$ cat src/hdl/hdep_pkg.sv
// ----------------------------------------------------------------------------
// hdep_pkg: shared types and constants of the HTTP date parser
// Parsed date record, queue sizing and calendar constants for the epoch math.
// ----------------------------------------------------------------------------
package hdep_pkg;

  // parsed fields of one date string; ok is low when the string failed
  typedef struct packed {
    logic [4:0]  day;
    logic [3:0]  month;
    logic [11:0] year;
    logic [4:0]  hour;
    logic [5:0]  minute;
    logic [5:0]  second;
    logic        ok;
  } date_rec_t;

  // record queue between parser and converter; depth must be a power of two
  localparam int QDEPTH = 2;
  localparam int QAW    = $clog2(QDEPTH);

  // calendar constants (days-from-civil, March-based years)
  localparam int ERA_DAYS    = 146097;
  localparam int CIVIL_SHIFT = 719468;
  localparam int YEAR_BASE   = 2000;
  localparam int DAY_SECS    = 86400;
  // days from the epoch to March 1st of YEAR_BASE
  localparam int DAYS_OFFSET = (YEAR_BASE / 400) * ERA_DAYS - CIVIL_SHIFT;

endpackage

$ cat src/hdl/hdep_front.sv
// ----------------------------------------------------------------------------
// hdep_front: byte-level date string parser
// Takes one character per transfer, tracks the scan state and pushes one
// date record into the queue on the byte marked last.
// ----------------------------------------------------------------------------
module hdep_front (
  input  logic                clk,
  input  logic                rst_n,
  input  logic                in_valid,
  output logic                in_ready,
  input  logic [7:0]          in_char_byte,
  input  logic                in_is_last,
  input  logic                q_full,
  output logic                q_push,
  output hdep_pkg::date_rec_t q_rec
);
  import hdep_pkg::*;

  typedef enum logic [7:0] {
    PH_DAY   = 8'b0000_0001,
    PH_MON   = 8'b0000_0010,
    PH_YEAR  = 8'b0000_0100,
    PH_HOUR  = 8'b0000_1000,
    PH_MIN   = 8'b0001_0000,
    PH_SEC   = 8'b0010_0000,
    PH_DONE  = 8'b0100_0000,
    PH_ENDED = 8'b1000_0000
  } phase_t;

  // position inside a number field
  localparam logic [1:0] CNT_NONE   = 2'd0;
  localparam logic [1:0] CNT_SIGN   = 2'd1;
  localparam logic [1:0] CNT_DIGITS = 2'd2;

  localparam logic [7:0] CH_NUL   = 8'h00;
  localparam logic [7:0] CH_COMMA = 8'h2C;
  localparam logic [7:0] CH_PLUS  = 8'h2B;
  localparam logic [7:0] CH_MINUS = 8'h2D;
  localparam logic [7:0] CH_COLON = 8'h3A;

  localparam logic [13:0] ACCUM_MAX = 14'd16383;

  typedef struct packed {
    phase_t      phase;
    logic        comma;
    logic [13:0] accum;
    logic        neg;
    logic [23:0] mchars;
    logic [1:0]  mcnt;
    logic [4:0]  day;
    logic [3:0]  month;
    logic [11:0] year;
    logic [4:0]  hour;
    logic [5:0]  minute;
    logic [5:0]  second;
    logic        err;
  } pstate_t;

  typedef struct packed {
    pstate_t s;
    logic    refeed;
  } feed_res_t;

  function automatic logic [3:0] month_lookup(input logic [23:0] code);
    case (code)
      "Jan":   month_lookup = 4'd1;
      "Feb":   month_lookup = 4'd2;
      "Mar":   month_lookup = 4'd3;
      "Apr":   month_lookup = 4'd4;
      "May":   month_lookup = 4'd5;
      "Jun":   month_lookup = 4'd6;
      "Jul":   month_lookup = 4'd7;
      "Aug":   month_lookup = 4'd8;
      "Sep":   month_lookup = 4'd9;
      "Oct":   month_lookup = 4'd10;
      "Nov":   month_lookup = 4'd11;
      "Dec":   month_lookup = 4'd12;
      default: month_lookup = 4'd0;
    endcase
  endfunction

  function automatic pstate_t clear_parse(input logic comma);
    pstate_t r;
    r       = '0;
    r.phase = PH_DAY;
    r.comma = comma;
    return r;
  endfunction

  function automatic pstate_t finish_month(input pstate_t s);
    pstate_t r;
    r       = s;
    r.month = (s.mcnt == 2'd3) ? month_lookup(s.mchars) : 4'd0;
    if (r.month == 4'd0) begin
      r.err = 1'b1;
    end
    r.mchars = '0;
    r.mcnt   = CNT_NONE;
    r.phase  = PH_YEAR;
    return r;
  endfunction

  function automatic pstate_t finish_number(input pstate_t s);
    pstate_t     r;
    logic [13:0] v;
    logic        neg;
    logic        bad;
    r   = s;
    v   = s.accum;
    neg = s.neg && (v != 14'd0);
    bad = 1'b0;
    case (s.phase)
      PH_DAY: begin
        bad = neg || (v < 14'd1) || (v > 14'd31);
        if (!bad) r.day = v[4:0];
        r.phase = PH_MON;
      end
      PH_YEAR: begin
        bad = neg || (v < 14'd2020) || (v > 14'd2099);
        if (!bad) r.year = v[11:0];
        r.phase = PH_HOUR;
      end
      PH_HOUR: begin
        bad = neg || (v > 14'd23);
        if (!bad) r.hour = v[4:0];
        r.phase = PH_MIN;
      end
      PH_MIN: begin
        bad = neg || (v > 14'd59);
        if (!bad) r.minute = v[5:0];
        r.phase = PH_SEC;
      end
      PH_SEC: begin
        bad = neg || (v > 14'd60);
        if (!bad) r.second = v[5:0];
        r.phase = PH_DONE;
      end
      default: bad = 1'b1;
    endcase
    if (bad) r.err = 1'b1;
    r.accum = '0;
    r.neg   = 1'b0;
    r.mcnt  = CNT_NONE;
    return r;
  endfunction

  // one scan step; refeed asks for the same byte again after a day or year
  function automatic feed_res_t feed_core(input pstate_t s, input logic [7:0] c);
    feed_res_t   f;
    logic        digit;
    logic        ws;
    logic [13:0] dval;
    logic [17:0] t;
    f.s      = s;
    f.refeed = 1'b0;
    digit    = (c >= 8'h30) && (c <= 8'h39);
    ws       = (c == 8'h20) || ((c >= 8'h09) && (c <= 8'h0D));
    dval     = {10'd0, c[3:0]};
    t        = ({4'd0, s.accum} << 3) + ({4'd0, s.accum} << 1) + {14'd0, c[3:0]};
    if (s.err || s.phase == PH_DONE || s.phase == PH_ENDED) begin
      f.s = s;
    end else if (s.phase == PH_MON) begin
      if (ws) begin
        if (s.mcnt != CNT_NONE) f.s = finish_month(s);
      end else begin
        f.s.mchars = {s.mchars[15:0], c};
        f.s.mcnt   = s.mcnt + 2'd1;
        if (s.mcnt == 2'd2) f.s = finish_month(f.s);
      end
    end else begin
      case (s.mcnt)
        CNT_NONE: begin
          if (ws) begin
            f.s = s;
          end else if (c == CH_PLUS || c == CH_MINUS) begin
            f.s.neg  = (c == CH_MINUS);
            f.s.mcnt = CNT_SIGN;
          end else if (digit) begin
            f.s.accum = dval;
            f.s.mcnt  = CNT_DIGITS;
          end else begin
            f.s.err = 1'b1;
          end
        end
        CNT_SIGN: begin
          if (digit) begin
            f.s.accum = dval;
            f.s.mcnt  = CNT_DIGITS;
          end else begin
            f.s.err = 1'b1;
          end
        end
        CNT_DIGITS: begin
          if (digit) begin
            f.s.accum = (t > 18'(ACCUM_MAX)) ? ACCUM_MAX : t[13:0];
          end else begin
            f.s = finish_number(s);
            if (!f.s.err) begin
              if (s.phase == PH_DAY || s.phase == PH_YEAR) begin
                f.refeed = 1'b1;
              end else if ((s.phase == PH_HOUR || s.phase == PH_MIN) && c != CH_COLON) begin
                f.s.err = 1'b1;
              end
            end
          end
        end
        default: f.s.err = 1'b1;
      endcase
    end
    return f;
  endfunction

  function automatic pstate_t terminate(input pstate_t s);
    pstate_t r;
    r = s;
    if (!s.err && s.phase == PH_SEC && s.mcnt == CNT_DIGITS) begin
      r = finish_number(s);
    end
    if (r.phase != PH_DONE) r.err = 1'b1;
    r.phase = PH_ENDED;
    return r;
  endfunction

  pstate_t   st_r;
  pstate_t   st_nxt;
  pstate_t   step_s;
  pstate_t   end_s;
  feed_res_t f1;
  feed_res_t f2;
  logic      accept;

  assign in_ready = !q_full;
  assign accept   = in_valid && in_ready;
  assign q_push   = accept && in_is_last;

  always_comb begin
    f1     = feed_core(st_r, in_char_byte);
    f2     = feed_core(f1.s, in_char_byte);
    step_s = st_r;
    if (st_r.phase != PH_ENDED) begin
      if (in_char_byte == CH_NUL) begin
        step_s = terminate(st_r);
      end else if (in_char_byte == CH_COMMA && !st_r.comma) begin
        // restart the parse right after the first comma
        step_s = clear_parse(1'b1);
      end else begin
        step_s = f1.refeed ? f2.s : f1.s;
      end
    end
    end_s = (step_s.phase != PH_ENDED) ? terminate(step_s) : step_s;

    q_rec.day    = end_s.day;
    q_rec.month  = end_s.month;
    q_rec.year   = end_s.year;
    q_rec.hour   = end_s.hour;
    q_rec.minute = end_s.minute;
    q_rec.second = end_s.second;
    q_rec.ok     = !end_s.err && (end_s.month >= 4'd1) && (end_s.month <= 4'd12);

    st_nxt = st_r;
    if (accept) begin
      st_nxt = in_is_last ? clear_parse(1'b0) : step_s;
    end
  end

  always_ff @(posedge clk) begin
    if (!rst_n) begin
      st_r <= clear_parse(1'b0);
    end else begin
      st_r <= st_nxt;
    end
  end

endmodule

$ cat src/hdl/hdep_queue.sv
// ----------------------------------------------------------------------------
// hdep_queue: short record queue between parser and converter
// Register-based FIFO of QDEPTH date records; lets either side stall alone.
// ----------------------------------------------------------------------------
module hdep_queue (
  input  logic                clk,
  input  logic                rst_n,
  input  logic                push,
  input  hdep_pkg::date_rec_t wr_rec,
  output logic                full,
  input  logic                pop,
  output logic                rd_valid,
  output hdep_pkg::date_rec_t rd_rec
);
  import hdep_pkg::*;

  date_rec_t      slot_r [QDEPTH];
  logic [QAW-1:0] wr_ptr_r;
  logic [QAW-1:0] wr_ptr_nxt;
  logic [QAW-1:0] rd_ptr_r;
  logic [QAW-1:0] rd_ptr_nxt;
  logic [QAW:0]   count_r;
  logic [QAW:0]   count_nxt;

  assign full     = (count_r == (QAW+1)'(QDEPTH));
  assign rd_valid = (count_r != '0);
  assign rd_rec   = slot_r[rd_ptr_r];

  always_comb begin
    wr_ptr_nxt = push ? wr_ptr_r + QAW'(1) : wr_ptr_r;
    rd_ptr_nxt = pop  ? rd_ptr_r + QAW'(1) : rd_ptr_r;
    count_nxt  = count_r;
    if (push && !pop) count_nxt = count_r + (QAW+1)'(1);
    if (pop && !push) count_nxt = count_r - (QAW+1)'(1);
  end

  always_ff @(posedge clk) begin
    if (push) slot_r[wr_ptr_r] <= wr_rec;
  end

  always_ff @(posedge clk) begin
    if (!rst_n) begin
      wr_ptr_r <= '0;
      rd_ptr_r <= '0;
      count_r  <= '0;
    end else begin
      wr_ptr_r <= wr_ptr_nxt;
      rd_ptr_r <= rd_ptr_nxt;
      count_r  <= count_nxt;
    end
  end

  a_no_push_full: assert property (@(posedge clk) disable iff (!rst_n)
    push |-> !full) else $error("record pushed into full queue");

  a_no_pop_empty: assert property (@(posedge clk) disable iff (!rst_n)
    pop |-> rd_valid) else $error("record popped from empty queue");

  a_count_bound: assert property (@(posedge clk) disable iff (!rst_n)
    count_r <= (QAW+1)'(QDEPTH)) else $error("queue count beyond depth");

endmodule

$ cat src/hdl/hdep_back.sv
// ----------------------------------------------------------------------------
// hdep_back: date record to epoch seconds converter
// Four-step sequencer: take record, day count and time of day, scale days
// to seconds, add and load the output register.
// ----------------------------------------------------------------------------
module hdep_back (
  input  logic                clk,
  input  logic                rst_n,
  input  logic                q_valid,
  input  hdep_pkg::date_rec_t q_rec,
  output logic                q_pop,
  output logic                out_valid,
  input  logic                out_ready,
  output logic [31:0]         out_epoch_seconds,
  output logic                out_parse_error
);
  import hdep_pkg::*;

  typedef enum logic [3:0] {
    BK_IDLE = 4'b0001,
    BK_DAYS = 4'b0010,
    BK_MUL  = 4'b0100,
    BK_SUM  = 4'b1000
  } bk_state_t;

  // days before the first of each month, counted from March
  function automatic logic [8:0] month_start(input logic [3:0] mp);
    case (mp)
      4'd0:    month_start = 9'd0;
      4'd1:    month_start = 9'd31;
      4'd2:    month_start = 9'd61;
      4'd3:    month_start = 9'd92;
      4'd4:    month_start = 9'd122;
      4'd5:    month_start = 9'd153;
      4'd6:    month_start = 9'd184;
      4'd7:    month_start = 9'd214;
      4'd8:    month_start = 9'd245;
      4'd9:    month_start = 9'd275;
      4'd10:   month_start = 9'd306;
      4'd11:   month_start = 9'd337;
      default: month_start = 9'd0;
    endcase
  endfunction

  bk_state_t   state_r;
  bk_state_t   state_nxt;
  date_rec_t   rec_r;
  logic [15:0] days_r;
  logic [16:0] tod_r;
  logic [31:0] prod_r;
  logic        out_valid_r;
  logic [31:0] out_epoch_r;
  logic        out_err_r;

  logic        early;
  logic [11:0] yfull;
  logic [6:0]  yoe;
  logic [3:0]  mp;
  logic [15:0] days_calc;
  logic [16:0] tod_calc;
  logic        load_out;

  assign out_valid         = out_valid_r;
  assign out_epoch_seconds = out_epoch_r;
  assign out_parse_error   = out_err_r;

  assign q_pop    = (state_r == BK_IDLE) && q_valid;
  assign load_out = (state_r == BK_SUM) && (!out_valid_r || out_ready);

  always_comb begin
    // January and February count with the previous year
    early = (rec_r.month <= 4'd2);
    yfull = rec_r.year - 12'(YEAR_BASE) - {11'd0, early};
    yoe   = yfull[6:0];
    mp    = early ? rec_r.month + 4'd9 : rec_r.month - 4'd3;
    days_calc = 16'(DAYS_OFFSET) + ({9'd0, yoe} * 16'd365) + {11'd0, yoe[6:2]}
              + {7'd0, month_start(mp)} + {11'd0, rec_r.day} - 16'd1;
    tod_calc  = ({12'd0, rec_r.hour} * 17'd3600) + ({11'd0, rec_r.minute} * 17'd60)
              + {11'd0, rec_r.second};
  end

  always_comb begin
    state_nxt = state_r;
    case (state_r)
      BK_IDLE: if (q_valid) state_nxt = BK_DAYS;
      BK_DAYS: state_nxt = BK_MUL;
      BK_MUL:  state_nxt = BK_SUM;
      BK_SUM:  if (load_out) state_nxt = BK_IDLE;
      default: state_nxt = BK_IDLE;
    endcase
  end

  always_ff @(posedge clk) begin
    if (q_pop) rec_r <= q_rec;
    if (state_r == BK_DAYS) begin
      days_r <= days_calc;
      tod_r  <= tod_calc;
    end
    if (state_r == BK_MUL) prod_r <= {16'd0, days_r} * 32'(DAY_SECS);
    if (load_out) begin
      out_epoch_r <= rec_r.ok ? prod_r + {15'd0, tod_r} : 32'd0;
      out_err_r   <= !rec_r.ok;
    end
  end

  always_ff @(posedge clk) begin
    if (!rst_n) begin
      state_r     <= BK_IDLE;
      out_valid_r <= 1'b0;
    end else begin
      state_r <= state_nxt;
      if (load_out) begin
        out_valid_r <= 1'b1;
      end else if (out_ready) begin
        out_valid_r <= 1'b0;
      end
    end
  end

  a_err_zero: assert property (@(posedge clk) disable iff (!rst_n)
    (out_valid_r && out_err_r) |-> (out_epoch_r == 32'd0))
    else $error("failed parse with nonzero epoch");

endmodule

$ cat src/hdl/http_date_to_epoch_parser_core.sv
// ----------------------------------------------------------------------------
// http_date_to_epoch_parser_core: HTTP Date string to epoch seconds
// Path: record goes through the queue, then DAYS, MUL, SUM, then out_valid.
// Throughput: one byte per cycle while the record queue has room; the
//   converter takes one string at a time and pops the next record from idle.
// Reset: synchronous, active low; clears parser state, queue and converter.
// ----------------------------------------------------------------------------
module http_date_to_epoch_parser_core (
  input  logic        clk,
  input  logic        rst_n,
  input  logic        in_valid,
  output logic        in_ready,
  input  logic [7:0]  in_char_byte,
  input  logic        in_is_last,
  output logic        out_valid,
  input  logic        out_ready,
  output logic [31:0] out_epoch_seconds,
  output logic        out_parse_error
);
  import hdep_pkg::*;

  logic      q_push;
  logic      q_full;
  logic      q_pop;
  logic      q_valid;
  date_rec_t q_wr_rec;
  date_rec_t q_rd_rec;

  hdep_front u_front (
    .clk          (clk),
    .rst_n        (rst_n),
    .in_valid     (in_valid),
    .in_ready     (in_ready),
    .in_char_byte (in_char_byte),
    .in_is_last   (in_is_last),
    .q_full       (q_full),
    .q_push       (q_push),
    .q_rec        (q_wr_rec)
  );

  hdep_queue u_queue (
    .clk      (clk),
    .rst_n    (rst_n),
    .push     (q_push),
    .wr_rec   (q_wr_rec),
    .full     (q_full),
    .pop      (q_pop),
    .rd_valid (q_valid),
    .rd_rec   (q_rd_rec)
  );

  hdep_back u_back (
    .clk               (clk),
    .rst_n             (rst_n),
    .q_valid           (q_valid),
    .q_rec             (q_rd_rec),
    .q_pop             (q_pop),
    .out_valid         (out_valid),
    .out_ready         (out_ready),
    .out_epoch_seconds (out_epoch_seconds),
    .out_parse_error   (out_parse_error)
  );

endmodule
$ cat config.mk
export PLATFORM = sky130hd
export DESIGN_NAME = http_date_to_epoch_parser_core
export DESIGN_NICKNAME = d
export VERILOG_FILES = /design/src/hdl/hdep_pkg.sv /design/src/hdl/hdep_front.sv /design/src/hdl/hdep_queue.sv /design/src/hdl/hdep_back.sv /design/src/hdl/http_date_to_epoch_parser_core.sv
export SDC_FILE = /design/constraint.sdc
export NUM_CORES = 1
export LEC_CHECK = 0
export BUFFER_PORTS_ARGS = -buffer_cell sky130_fd_sc_hd__buf_2
export CORE_AREA = 2 2 221 201
export CTS_CLUSTER_SIZE = 30
export DETAILED_ROUTE_END_ITERATION = 16
export DIE_AREA = 0 0 223 203
export GPL_ROUTABILITY_DRIVEN = 0
export PLACE_DENSITY = 0.62
export SLEW_MARGIN = 5
export SYNTH_ARGS = -nofsm -noshare
export SYNTH_HDL_FRONTEND = slang
export SYNTH_SLANG_ARGS = --single-unit
$ cat constraint.sdc
create_clock -name clk -period 9.29 [get_ports clk]
set_clock_uncertainty 0.1 [all_clocks]
set_input_delay 2.3225 -clock clk [delete_from_list [all_inputs] [get_ports clk]]
set_output_delay 2.3225 -clock clk [all_outputs]
set_load 0.03 [all_outputs]
==> run_results.csv, run 1 <==
group,metric,value,unit
run,drv_cap,0,
route,viasPerCell,5.793,
timing,tightest_slew,1.138,ns
yosys,synth_top_cell_area_share,0.2726,
clock_tree,clk_pin_slew_worst_paths,0.06,ns
status,status,"completed",
clock_tree,numCtsBuffers,31,
global_route,grt_overflow,0,
timing,setup_viol,0,
yosys,synth_common_cells,"inv_1 (234), ha_1 (232), edfxtp_1 (193), nor2_1 (134), nand2_1 (126)",
worst_setup_path,worstReg2RegStart,"u_back.rec_r[31]",
die,die_w,223,µm
clock_tree,htreeDepth,1,
final_layout,final_nets,2491,
yosys,synth_area_leader_cell,"edfxtp_1",
placement,port_buffers,47,
worst_setup_path,required,9.61,ns
route,routedWlPerCell,17.30,µm
clock_tree,tritoncts,"done",
clock_tree,cts_hold_buf,0,
worst_setup_path,crit_arrival,8.04,ns
global_route,grt_pass1_wl,78.74,mm
worst_setup_path,cpPeakStageDelay,0.62,ns
global_route,grtUsageTotal,0.2111,
clock_tree,clkLatencyLatePin,0.60,ns
yosys,syn_area,21260,µm²
yosys,async_flop_share,0,
clock_tree,cts_resized,0,
final_layout,fin_util,0.5394,
timing,rsz0062_at_grt,"false",
min_path,hp-class,"flop to flop",
worst_setup_path,crit_path_end_kind,"flop",
timing,tns,0,ns
clock_tree,cts.sinks,286,
final_layout,final_area,23080,µm²
global_route,grt_max_degree,93,
yosys,avgSynthCellArea,9.882,µm²
die,rows,72,
yosys,syn_nets,2477,
timing,hold_viol,0,
placement,place_area,22020,µm²
die,dieArea,45270,µm²
die,core-area,42790,µm²
final_layout,syn_to_final_growth,8.576,%
timing,max_freq,129.6,MHz
clock_tree,cts-root-buf,"clkbuf_16",
timing,slew_headroom,0.2404,
timing,hold-worst-slack,0.3188,ns
route,wirelength,47.50,mm
yosys,synth_edf_count,193,
worst_setup_path,critPathKind,"flop to flop",
route,first_iter_violations,1218,
worst_setup_path,endpoint,"u_back.days_r[14]",
final_layout,fill_cells,3714,
timing,drv_slew,0,
global_route,antenna_found_initial,0,
final_layout,num_antenna_cells,0,
worst_setup_path,regToRegSetupSlack,1.57,ns
timing,fin_crit,7.715,ns
worst_setup_path,critPathLaunchType,"flop",
timing,finalCritPeriodShare,0.8305,
worst_setup_path,crit_start,"u_back.rec_r[31]",
final_layout,drive_above_1_share,0.08904,
worst_setup_path,crit_slowest_cell,"or4b_2",
min_path,min-delay-start,"u_back.rec_r[2]",
worst_setup_path,reg2reg_depth,31,
yosys,ys_seq_elements,286,
yosys,ys_warn_count,0,
placement,dpl.hpwl,35.64,mm
worst_setup_path,cp_max_fo,9,
yosys,post-synth-top-count-cell,"inv_1",
die,initial_utilization,0.4968,
die,ios,48,
worst_setup_path,reg2reg_to,"u_back.days_r[14]",
yosys,syn_inst,2151,
route,antenna_left,0,
clock_tree,cts_buffer_depth,3,
yosys,ys_seq_area_frac,0.3602,
yosys,ys_types,87,
clock_tree,cts_setup_buffers,0,
die,die_h,203,µm
yosys,synthTopCellsByArea,"edfxtp_1 (27%), ha_1 (14%), dfxtp_1 (8.8%)",
route,drc,0,
route,num_vias,15900,
global_route,grt_pass1_vias,15740,
yosys,synth_top_flop_cell,"edfxtp_1",
route,firstDrtPassIters,5,
registers in the layout (all words and copies together) (netlist names):
signal,cells
u_front.st_r,84
u_queue.slot_r,68
u_back.rec_r,34
u_back.out_epoch_seconds,32
u_back.prod_r,25
u_back.tod_r,17
u_back.days_r,16
u_back.state_r,4
u_queue.count_r,2
u_back.out_parse_error,1
u_back.out_valid,1
u_queue.rd_ptr_r,1
u_queue.wr_ptr_r,1
per-stage QoR:
| step | setup slack (ns) | std cells |
|---|---|---|
| 2_1_floorplan | 2.154 | 2151 |
| 3_3_place_gp | 1.424 | 2687 |
| 3_5_place_dp | 1.221 | 2687 |
| 4_1_cts | 1.563 | 2745 |
| 5_1_grt | 0.7127 | 2745 |
| 6_report | 1.575 | 2745 |
logic make-up after synthesis:
kind of cell    count (synthesis)  synth area share
simple gates                  605            0.1513
compound gates                490            0.1567
buf+inv                       318           0.05698
fa+ha+maj                     313            0.2128
flops                         286            0.3602
xor+xnor                       98           0.04038
mux                            41           0.02154
cell type report:
| class | instances | area, µm² | share of cell area |
|---|---|---|---|
| Multi-Input combinational cell | 1547 | 12420 | 0.5383 |
| Sequential cell | 286 | 7657 | 0.3318 |
| Inverter | 235 | 882.1 | 0.03822 |
| Clock buffer | 34 | 787.0 | 0.03410 |
| Tap cell | 555 | 694.4 | 0.03009 |
| Timing Repair Buffer | 64 | 362.8 | 0.01572 |
| Clock inverter | 24 | 272.8 | 0.01182 |
worst max-delay path, delay by kind of cell (launching register included):
family	cells	cell delay (ns)
fa+ha+maj	8	2.79
compound gates	13	2.28
flops	1	0.50
buf+inv	5	0.31
xor+xnor	1	0.30
simple gates	4	1.25
how the worst min path moves through the flow:
| stage | cells past startpoint | endpoint |
|---|---|---|
| after floorplan | 0 | u_back.tod_r[0] |
| after global placement | 0 | u_back.tod_r[0] |
| after detailed placement | 0 | u_back.tod_r[1] |
| after CTS | 0 | u_back.tod_r[1] |
| after global routing | 0 | u_back.tod_r[0] |
| final | 0 | u_back.tod_r[1] |
layout by cell type (no fill, tap or decap), types with 12 or more instances in the layout:
cell type / instances
or3_1: 15
dfxtp_1: 93
nor2b_1: 77
mux2_2: 34
a21oi_1: 103
fa_1: 81
a22o_1: 29
clkbuf_16: 31
nor4_1: 22
xor2_1: 26
inv_1: 234
buf_4: 17
a21boi_0: 18
nor2_1: 130
nand2_1: 126
o21bai_1: 18
a31oi_1: 12
nand3_1: 35
a211oi_1: 19
nor3_1: 44
and2_1: 38
o21ai_0: 83
a21o_1: 18
ha_1: 232
buf_2: 47
nand2b_1: 15
o21a_1: 12
o211ai_1: 18
and3_1: 13
or2_2: 13
a22oi_1: 71
edfxtp_1: 193
xnor2_1: 72
layer usage:
layer	wire [µm]	global-route usage
met2	22560	0.3688
met4	1292	0.05729
met3	2717	0.02967
met5	0	0
met1	20930	0.2744
Power of run 1 is left out: the tool's default activity adds up to more than one toggle a clock period on the data nets, which glitch-free logic cannot reach.
==> run 2: changes to the inputs <==
--- a/config.mk
+++ b/config.mk
@@ -5,11 +5,12 @@
 export SDC_FILE = /design/constraint.sdc
 export NUM_CORES = 1
 export LEC_CHECK = 0
+export ABC_AREA = 1
 export BUFFER_PORTS_ARGS = -buffer_cell sky130_fd_sc_hd__buf_2
-export CORE_AREA = 2 2 221 201
+export CORE_AREA = 2 2 229 208
 export CTS_CLUSTER_SIZE = 30
 export DETAILED_ROUTE_END_ITERATION = 16
-export DIE_AREA = 0 0 223 203
+export DIE_AREA = 0 0 231 210
 export GPL_ROUTABILITY_DRIVEN = 0
 export PLACE_DENSITY = 0.62
 export SLEW_MARGIN = 5
==> constraint.sdc (replaced) <==
create_clock -name clk -period 7.5 [get_ports clk]
set_clock_uncertainty 0.1 [all_clocks]
set_input_delay 1.875 -clock clk [delete_from_list [all_inputs] [get_ports clk]]
set_output_delay 1.875 -clock clk [all_outputs]
set_load 0.03 [all_outputs]
==> run 2 against run 1 <==
Critical path depth up 4; via count increased by 21%; critical endpoint unchanged; global-route usage grew 1.4 points.
==> run_results.csv, run 2 <==
group,metric,value,unit
min_path,hp-class,"flop to flop",
yosys,synth_common_cells,"nand2_1 (708), inv_1 (439), nor2_1 (244), ha_1 (232), a21oi_1 (203)",
die,core-area,46170,µm²
run,drv_cap,0,
timing,finalCritPeriodShare,0.8928,
worst_setup_path,reg2reg_to,"u_back.days_r[14]",
yosys,ys_seq_elements,286,
route,first_iter_violations,1516,
clock_tree,clkLatencyLatePin,0.55,ns
die,dieArea,48510,µm²
yosys,avgSynthCellArea,7.832,µm²
die,rows,75,
yosys,ys_types,60,
timing,hold_viol,0,
clock_tree,cts_setup_buffers,0,
worst_setup_path,critPathKind,"flop to flop",
clock_tree,tritoncts,"done",
yosys,syn_nets,3243,
clock_tree,cts_hold_buf,0,
worst_setup_path,crit_path_end_kind,"flop",
final_layout,regArea,7657,µm²
worst_setup_path,required,7.69,ns
die,die_h,210,µm
final_layout,reg.largest.list,"u_front.st_r: 84 flops, u_queue.slot_r: 68 flops, u_back.rec_r: 34 flops",
min_path,hold_end,"u_back.tod_r[1]",
worst_setup_path,reg2reg_depth,35,
yosys,yosys.area_share.adder,0.1980,
final_layout,largest_register_ffs,84,
final_layout,largest_register,"u_front.st_r",
worst_setup_path,cp.buffers_inverters,8,
final_layout,final_nets,3269,
final_layout,layout_common_cells,"nand2_1 (707), inv_1 (439), nor2_1 (240), ha_1 (232), a21oi_1 (203)",
global_route,grtUsageTotal,0.2250,
min_path,min-delay-start,"u_back.rec_r[2]",
yosys,ys_seq_area_frac,0.3352,
route,num_vias,19250,
yosys,synth_xor_area_frac,0.03028,
yosys,ys_warn_count,0,
route,drc,0,
final_layout,num_antenna_cells,0,
final_layout,drive_above_1_share,0.06368,
yosys,synth_top_flop_cell,"edfxtp_1",
status,status,"completed",
final_layout,multi_input_comb_area,13210,µm²
clock_tree,numCtsBuffers,34,
die,initial_utilization,0.4949,
timing,drv_slew,0,
timing,tns,0,ns
worst_setup_path,cp_max_fo,6,
worst_setup_path,crit_top_cell,"inv_1",
yosys,synthTopCellsByArea,"edfxtp_1 (25%), ha_1 (13%), nand2_1 (12%)",
route,wirelength,53.63,mm
yosys,async_flop_share,0,
timing,max_freq,149.3,MHz
placement,dpl.hpwl,40.22,mm
route,routedWlPerCell,14.96,µm
yosys,synth_edf_count,193,
worst_setup_path,crit_slowest_cell,"fa_1",
clock_tree,cts.sinks,286,
yosys,synth_simple_gate_area_share,0.2280,
global_route,grt_pass1_vias,18490,
global_route,grt_overflow,0,
yosys,synth_area_leader_cell,"edfxtp_1",
worst_setup_path,worstReg2RegStart,"u_back.rec_r[31]",
worst_setup_path,cp.depth,35,
yosys,synth_mux_area_frac,0,
clock_tree,htreeDepth,2,
timing,setup_viol,0,
global_route,antenna_found_initial,0,
worst_setup_path,crit_start,"u_back.rec_r[31]",
yosys,synth_top_family_by_area,"simple AND/OR/NAND/NOR gates",
worst_setup_path,crit_arrival,6.88,ns
yosys,synth_compound_area_frac,0.1205,
timing,fin_crit,6.696,ns
clock_tree,cts_resized,0,
route,viasPerCell,5.370,
clock_tree,clk_pin_slew_worst_paths,0.06,ns
yosys,synth_top_cell_area_share,0.2537,
route,firstDrtPassIters,7,
worst_setup_path,critPathLaunchType,"flop",
clock_tree,cts_buffer_depth,3,
final_layout,syn_to_final_growth,8.489,%
global_route,grt_pass1_wl,90.18,mm
worst_setup_path,cpPeakStageDelay,0.53,ns
timing,tightest_slew,1.053,ns
final_layout,fill_cells,4409,
placement,port_buffers,47,
timing,slew_headroom,0.2935,
yosys,post-synth-top-count-cell,"nand2_1",
yosys,syn_inst,2917,
yosys,syn_area,22850,µm²
route,antenna_left,0,
worst_setup_path,regToRegSetupSlack,0.80,ns
die,ios,48,
min_path,hold_path_depth,0,
timing,rsz0062_at_grt,"false",
clock_tree,cts-root-buf,"clkbuf_16",
die,die_w,231,µm
final_layout,layout_commonest_cell,"nand2_1",
global_route,grt_max_degree,84,
worst_setup_path,path_delay_family,"adder cells",
==> run 2: worst max path at each step <==
stage,to,slack [ns]
6_report,u_back.days_r[14],0.80
5_1_grt,u_back.days_r[14],0.09
2_1_floorplan,u_back.days_r[14],1.32
4_1_cts,u_back.days_r[14],0.83
3_3_place_gp,u_back.days_r[14],0.95
3_5_place_dp,u_back.days_r[14],0.83
==> run 2: metal layers <==
| layer | track usage | vias to the layer above | routed length (µm) |
|---|---|---|---|
| met5 | 0 | - | 0 |
| met4 | 0.06118 | 0 | 1129 |
| met3 | 0.03504 | 88 | 2864 |
| met2 | 0.3924 | 509 | 25610 |
| met1 | 0.2905 | 8985 | 24020 |
| li1 | - | 9664 | - |
==> run 2: kinds of logic after synthesis <==
logic type / after synthesis
AO/OA/AOI/OAI: 489
adder cells (fa/ha/maj): 313
AND/OR/NAND/NOR: 1219
buffers and inverters: 531
XOR/XNOR: 79
flip-flops: 286
==> run 2: worst register-to-register path: cells and delay by family (launching register included) <==
family | cells | cell delay, ns
AOI/OAI and AO/OA | 11 | 1.50
xor gates and xnor gates | 1 | 0.14
adders and majority gates | 7 | 2.68
buffers and inverters | 8 | 0.45
DFF | 1 | 0.44
and+or+nand+nor | 8 | 1.10
==> run 2: layout make-up <==
type,count,area share
clock buffer,43,0.03695
clock inverter,18,0.006158
inverter,456,0.06906
multi-input combinational,2100,0.5329
sequential,286,0.3089
tap,616,0.03110
timing repair buffer,65,0.01494
==> run 2: metrics by stage <==
stage / util / hold slack, ns / setup WS (ns) / area (µm²) / instances
global route: 0.5369 / 0.3412 / 0.08798 / 24790 / 3584
finish: 0.5369 / 0.3185 / 0.8039 / 24790 / 3584
detailed placement: 0.5137 / 0.3056 / 0.8288 / 23720 / 3523
floorplan: - / 0.3003 / 1.319 / 22850 / 2917
global placement: 0.5137 / 0.3056 / 0.9545 / 23720 / 3523
CTS: 0.5369 / 0.3195 / 0.8274 / 24790 / 3584
Power of run 2 is left out for the same reason.
